===== config.mk =====
export PLATFORM = sky130hd
export DESIGN_NAME = npis_ctrl
export DESIGN_NICKNAME = d
export VERILOG_FILES = /design/src/rtl/npis_pkg.sv /design/src/rtl/npis_ctrl.sv
export VERILOG_INCLUDE_DIRS = /design/src /design/src/rtl
export SDC_FILE = /design/constraint.sdc
export NUM_CORES = 1
export LEC_CHECK = 0
export BUFFER_PORTS_ARGS = -buffer_cell sky130_fd_sc_hd__buf_4
export CAP_MARGIN = 10
export CELL_PAD_IN_SITES_DETAIL_PLACEMENT = 0
export CELL_PAD_IN_SITES_GLOBAL_PLACEMENT = 1
export CORE_UTILIZATION = 40
export DETAILED_ROUTE_END_ITERATION = 6
export PLACE_DENSITY_LB_ADDON = 0.1
export SYNTH_ARGS = -nofsm -noshare
export SYNTH_HDL_FRONTEND = slang
export SYNTH_SLANG_ARGS = --single-unit

===== constraint.sdc =====
create_clock -name clk -period 3.9 [get_ports clk]
set_clock_uncertainty 0.2 [all_clocks]
set_input_delay 0.585 -clock clk [delete_from_list [all_inputs] [get_ports clk]]
set_output_delay 0.585 -clock clk [all_outputs]
set_load 0.03 [all_outputs]

===== src/rtl/nearest_palette_index_select_unit_defines.svh =====
// Assertion macros shared by the palette search RTL.
// Needs clk and arst_n in the scope of each use; no other dependencies.
`ifndef NEAREST_PALETTE_INDEX_SELECT_UNIT_DEFINES_SVH
`define NEAREST_PALETTE_INDEX_SELECT_UNIT_DEFINES_SVH

// Consequent must hold in the same cycle as the antecedent.
`define NPIS_ASSERT_NOW(lbl, ante, cons, msg) \
	lbl: assert property (@(posedge clk) disable iff (!arst_n) (ante) |-> (cons)) \
		else $error(msg);

// Consequent must hold in the cycle after the antecedent.
`define NPIS_ASSERT_NEXT(lbl, ante, cons, msg) \
	lbl: assert property (@(posedge clk) disable iff (!arst_n) (ante) |=> (cons)) \
		else $error(msg);

`endif


===== src/rtl/npis_pkg.sv =====
// Shared types and constants for the nearest palette index search.
// No dependencies; imported by every module of the block.
package npis_pkg;

	localparam int PALETTE_DEPTH = 256;
	localparam int IDX_W = $clog2(PALETTE_DEPTH);
	localparam int CNT_W = $clog2(PALETTE_DEPTH + 1);
	localparam int DIST_CEILING = 256 * 256 * 3;
	localparam int DIST_W = $clog2(DIST_CEILING + 1);
	localparam int COLOR_W = 8;
	localparam int NUM_W = 9;
	localparam int OUT_W = 9;

	typedef enum logic {
		CMD_LOAD = 1'b0,
		CMD_SELECT = 1'b1
	} cmd_code_t;

	typedef enum logic {
		REG_NUM_ENTRIES = 1'b0,
		REG_INDEX_OFFSET = 1'b1
	} reg_index_t;

	typedef enum logic [2:0] {
		ST_IDLE,
		ST_SCAN,
		ST_WAIT,
		ST_FINISH
	} state_t;

	typedef struct packed {
		logic wr_en;
		logic start;
		logic rd_en;
		logic [IDX_W-1:0] rd_addr;
		logic rd_last;
		logic load_out;
	} dp_cmd_t;

	typedef struct packed {
		logic done;
	} dp_status_t;

endpackage


===== src/rtl/npis_ctrl.sv =====
// Controller state machine: input handshake, scan sequencing and output word valid.
// Depends on npis_pkg and the assertion macro header.
`include "nearest_palette_index_select_unit_defines.svh"

module npis_ctrl import npis_pkg::*; (
	input  logic             clk,
	input  logic             arst_n,
	input  logic             in_valid,
	output logic             in_stall,
	input  logic             in_cmd,
	input  logic [CNT_W-1:0] active_count,
	output logic             out_valid,
	input  logic             out_stall,
	output dp_cmd_t          cmd,
	input  dp_status_t       status
);

	state_t state_q, state_d;
	logic [IDX_W-1:0] cnt_q;
	logic out_valid_q;
	logic accept, out_free, last;

	assign accept = in_valid && (state_q == ST_IDLE);
	assign out_free = !out_valid_q || !out_stall;
	assign last = CNT_W'(cnt_q) == (active_count - CNT_W'(1));

	always_comb begin
		state_d = state_q;
		case (state_q)
			ST_IDLE: begin
				if (accept && (in_cmd == CMD_SELECT)) state_d = ST_SCAN;
			end
			ST_SCAN: begin
				if (last) state_d = ST_WAIT;
			end
			ST_WAIT: begin
				if (status.done) state_d = ST_FINISH;
			end
			ST_FINISH: begin
				if (out_free) state_d = ST_IDLE;
			end
			default: state_d = ST_IDLE;
		endcase
	end

	always_comb begin
		in_stall = state_q != ST_IDLE;
		cmd.wr_en = accept && (in_cmd == CMD_LOAD);
		cmd.start = accept && (in_cmd == CMD_SELECT);
		cmd.rd_en = state_q == ST_SCAN;
		cmd.rd_addr = cnt_q;
		cmd.rd_last = last;
		cmd.load_out = (state_q == ST_FINISH) && out_free;
	end

	always_ff @(posedge clk or negedge arst_n) begin
		if (!arst_n) begin
			state_q <= ST_IDLE;
			cnt_q <= '0;
			out_valid_q <= 1'b0;
		end else begin
			state_q <= state_d;
			if (state_q != ST_SCAN) cnt_q <= '0;
			else cnt_q <= cnt_q + IDX_W'(1);
			if (cmd.load_out) out_valid_q <= 1'b1;
			else if (!out_stall) out_valid_q <= 1'b0;
		end
	end

	assign out_valid = out_valid_q;

	`NPIS_ASSERT_NOW(a_scan_in_range, state_q == ST_SCAN,
		CNT_W'(cnt_q) < active_count, "scan address beyond active entries")
	`NPIS_ASSERT_NOW(a_load_out_free, cmd.load_out,
		!out_valid_q || !out_stall, "output word overwritten while stalled")
	`NPIS_ASSERT_NOW(a_done_in_wait, status.done,
		state_q == ST_WAIT, "search done outside wait state")
	`NPIS_ASSERT_NEXT(a_select_scans, cmd.start,
		state_q == ST_SCAN && cnt_q == '0, "select did not start a scan at entry zero")

endmodule


=== After elaboration in Yosys (flattened, before gate mapping) ===
Index checks and enable logic that the tools add are counted.
W data, S select, Z words.

* Register bits after elaboration: 12
* Input port bits: 15
* Output and inout bits: 15
* Word-level logic and storage cells: 34

* Add/subtract/negate cells: 2
* Eq/ne operators: 10
* Multiplexer cells: 8
* Bitwise logic cells: 1
* Reduce and logical (&&, ||, !) cells: 10

{| class="wikitable"
|+ Operators with widths
! operator !! count
|-
| $mux W3 || 4
|-
| $pmux W3 S4 || 1
|-
| $eq A8 B9 Y1 || 1
|-
| $sub A9 B1 Y9 const B || 1
|-
| $add A8 B1 Y8 const B || 1
|-
| $mux W8 || 1
|-
| $eq A3 B2 Y1 const B || 2
|-
| $ne A2 B2 Y1 const B || 3
|-
| $logic_and A1 B1 Y1 || 4
|-
| $ne A2 B1 Y1 const B || 2
|-
| $reduce_and A4 Y1 || 1
|-
| $eq A3 B1 Y1 const B || 1
|-
| $logic_not A3 Y1 || 1
|-
| $ne A3 B1 Y1 const B || 1
|-
| $reduce_bool A3 Y1 || 1
|-
| $logic_not A1 Y1 || 2
|-
| $mux W1 || 2
|-
| $logic_or A1 B1 Y1 || 1
|-
| $not A1 Y1 || 1
|}

=== Logic depth before layout (Yosys ltp) ===
* Depth in word-level cells: 5
* Depth in mapped cells: 7
* Mapped depth without buffers: 7

=== Worst setup path before layout ===
OpenSTA, ideal clock, no wires.

* Kind: in2out
* Start point: input port active_count[0]
* End point: output port cmd[1] (netlist bit)
* Arrival time: 1.934 ns
* Data required time: 3.115 ns
* Setup slack: 1.181 ns
* Cell stages on the path: 5
* Buffers on the path: 1
* Cell sequence: or4_4 a2111o_1 nand2_1 and4_1 buf_4

* Longest elaborated chain between the ends: 2

{| class="wikitable"
|+ RTL lines
! item !! line !! text
|-
| start, declared || npis_ctrl.sv:11 || <nowiki>input logic [CNT_W-1:0] active_count,</nowiki>
|-
| $sub A9 B1 Y9 || npis_ctrl.sv:25 || <nowiki>assign last = CNT_W'(cnt_q) == (active_count - CNT_W'(1));</nowiki>
|-
| $eq A8 B9 Y1 || npis_ctrl.sv:25 ||
|-
| end, declared || npis_ctrl.sv:14 || <nowiki>output dp_cmd_t cmd,</nowiki>
|}

Every way passes these cells.

==> flow_metrics.py <==
metrics = {
    "global_routing": {
        "track_usage_pct": 17.3,
        "grt_max_degree": 14,
        "grt_pass1_wl_um": 3260,
        "grt_pass1_vias": 722,
        "overflow": 0,
        "antenna_found_initial": 0,
    },
    "clock_tree": {
        "clk_pin_slew_worst_paths_ns": 0.08,
        "cts_hold_buffers": 1,
        "insertion_delay_ns": 0.27,
        "cts.sinks": 11,
        "postCtsSetupRepairBufs": 0,
        "numCtsBuffers": 3,
        "cts.htree.levels": 1,
        "clock_path_buffers": 2,
        "cts.repair.resized": 0,
        "root_buffer": "clkbuf_4",
        "cts_tree": "built",
    },
    "finish": {
        "final_cell_mix": "buf_4, xnor2_1, dfrtp_1",
        "drive_above_1_share_pct": 31.0,
        "fillers": 217,
        "final_nets": 152,
        "final_cell_area_mm2": 0.00120,
        "antenna_cells": 0,
        "layout_commonest_cell": "buf_4",
        "syn2layout_area_growth_pct": 29.5,
        "post-route-util_pct": 54.7,
    },
    "synth": {
        "yosysWarnings": 0,
        "synthFlopType": "dfrtp_1",
        "async_flop_share_pct": 100,
        "syn_area_um2": 926,
        "synth_edf_count": 0,
        "synth.avg_cell_area_um2": 9.55,
        "synth_cell_type_count": 36,
        "syn_inst": 97,
        "ys_ff_latch": 11,
        "seq_area_frac_synth_pct": 29.7,
        "syn-num-nets": 119,
    },
    "timing": {
        "final.setup.tns_ns": 0,
        "hold_viol": 0,
        "fin_crit_sh_pct": 74.7,
        "worst_slew_pin_slew_ns": 0.355,
        "maxSlewViolCount": 0,
        "setup_viol": 0,
        "period_minus_slack_ns": 2.91,
        "achievable-frequency_mhz": 343,
        "rsz0062_at_grt": "no",
        "slew_headroom_pct": 76.3,
    },
    "drt": {
        "post_drt_wl_per_cell_um": 12.4,
        "wl_um": 1950,
        "vias_per_cell": 5.20,
        "drcViolationCount": 0,
        "antenna_left": 0,
        "dr.pass1.iters": 4,
        "first_iter_violations": 20,
        "vias": 816,
    },
    "worst_setup_path": {
        "r2r_setup_slack_ns": 1.93,
        "worstReg2RegStart": "state_q[0]",
        "path_buf_inv": 2,
        "cp_max_fo": 5,
        "rr_endpoint": "state_q[0]",
        "crit_type": "primary input to output pin",
        "reg2reg_depth": 6,
        "crit_slowest_cell": "or4_4",
        "slowest_delay_ns": 0.54,
        "cp-start-kind": "primary input",
        "required_ns": 3.12,
        "cp-end-kind": "output pin",
        "crit_arrival_ns": 2.13,
        "crit_family": "simple AND/OR/NAND/NOR gates",
        "cp_common_cell": "buf_4",
        "crit_chain": "buf_4 -> or4_4 -> a2111o_1 -> nand2_1 -> and4_1 -> buf_4",
    },
    "placed_design": {
        "portBuffers": 29,
        "placed_area_mm2": 0.00116,
        "dp_hpwl_um": 1530,
        "routabilityCongestion": 0.739,
    },
    "floorplan": {
        "die_w_um": 50.1,
        "core_mm2": 0.00219,
        "num_rows": 17,
        "die_area_mm2": 0.00251,
        "io_pins": 30,
        "initial_core_util_pct": 42.3,
        "die_y_um": 50.1,
    },
    "min_path": {
        "hold_path_end": "cnt_q[0]",
        "worstHoldPathCells": 1,
        "min_path_type": "register to register",
        "hold_start": "cnt_q[0]",
    },
    "pwr": {
        "power_density_mw_per_mm2": 476,
        "peakVddDrop_v": 0.000331,
        "p_leak_uw": 0.000595,
        "total_power_uw": 571,
    },
    "flow_run": {
        "maxCapViolations": 0,
    },
    "run_status": {
        "status": "finished clean",
    },
}
==> kinds of logic after synthesis <==
| group | Yosys count | share of synthesized area (%) |
|---|---|---|
| AOI/OAI and AO/OA | 17 | 14.9 |
| xor gates and xnor gates | 17 | 16.1 |
| adders and majority gates | 7 | 9.46 |
| buffers and inverters | 9 | 4.60 |
| DFF | 11 | 29.7 |
| and+or+nand+nor | 36 | 25.3 |
==> per-layer routing <==
metal / GRT usage [%] / vias to the layer above / part of all wire, %
li1: - / 414 / -
met1: 25.3 / 373 / 48
met2: 25.6 / 27 / 45
met3: 3.40 / 2 / 6.2
met4: 4.29 / 0 / 0.41
met5: 0 / - / 0
==> metrics by stage <==
stage | setup slack [ns] | hold WS [ns] | std cells
finish | 0.986 | 0.331 | 157
global route | 0.861 | 0.346 | 157
detailed placement | 0.981 | 0.228 | 152
global placement | 0.998 | 0.223 | 152
CTS | 0.980 | 0.332 | 157
floorplan | 1.18 | 0.0894 | 97
==> worst max path at each step <==
stage	cells after the start	slack (ns)	end	startpoint
6_report	6	0.99	cmd[1]	active_count[0]
5_1_grt	8	0.86	cmd[1]	active_count[0]
4_1_cts	6	0.98	cmd[1]	active_count[0]
3_5_place_dp	6	0.98	cmd[1]	active_count[0]
3_3_place_gp	6	1.0	cmd[1]	active_count[0]
2_1_floorplan	5	1.18	cmd[1]	active_count[0]
==> synthesized netlist by cell type (all sizes together) (2+ instances only) <==
cell | number | share of area (%)
a21oi | 2 | 1.1
nand3 | 6 | 3.2
xor2 | 6 | 5.7
a211oi | 2 | 1.6
xnor2 | 11 | 10
and2 | 7 | 4.7
or3 | 2 | 1.5
o21ai | 3 | 1.6
ha | 7 | 9.5
a21o | 2 | 1.6
o211ai | 2 | 1.6
nand4 | 2 | 1.4
inv | 7 | 2.8
nor2 | 2 | 0.81
nor4 | 2 | 1.4
dfrtp | 11 | 30
nand2 | 3 | 1.2
nor3 | 3 | 2.8
and3 | 5 | 4.1
==> sequential cells by signal, indices dropped and copies added, names as in the netlist <==
register	count
state_q	2
cnt_q	8
out_valid	1
==> final cells by class <==
| cell class | count | area, µm² | area share [%] |
|---|---|---|---|
| clock buffer | 4 | 26.3 | 2.19 |
| tap | 28 | 35.0 | 2.92 |
| sequential | 11 | 275 | 23.0 |
| multi-input combinational | 77 | 608 | 50.7 |
| timing repair buffer | 30 | 228 | 19.0 |
| inverter | 7 | 26.3 | 2.19 |
==> power breakdown <==
group          internal [µW]  switching, µW  leakage (µW)
sequential               139           31.7      0.000148
clock                   39.5           37.8     0.0000150
combinational            132            191      0.000432
total                    311            260      0.000595
No activity file was read; power rests on OpenSTA's default activity.
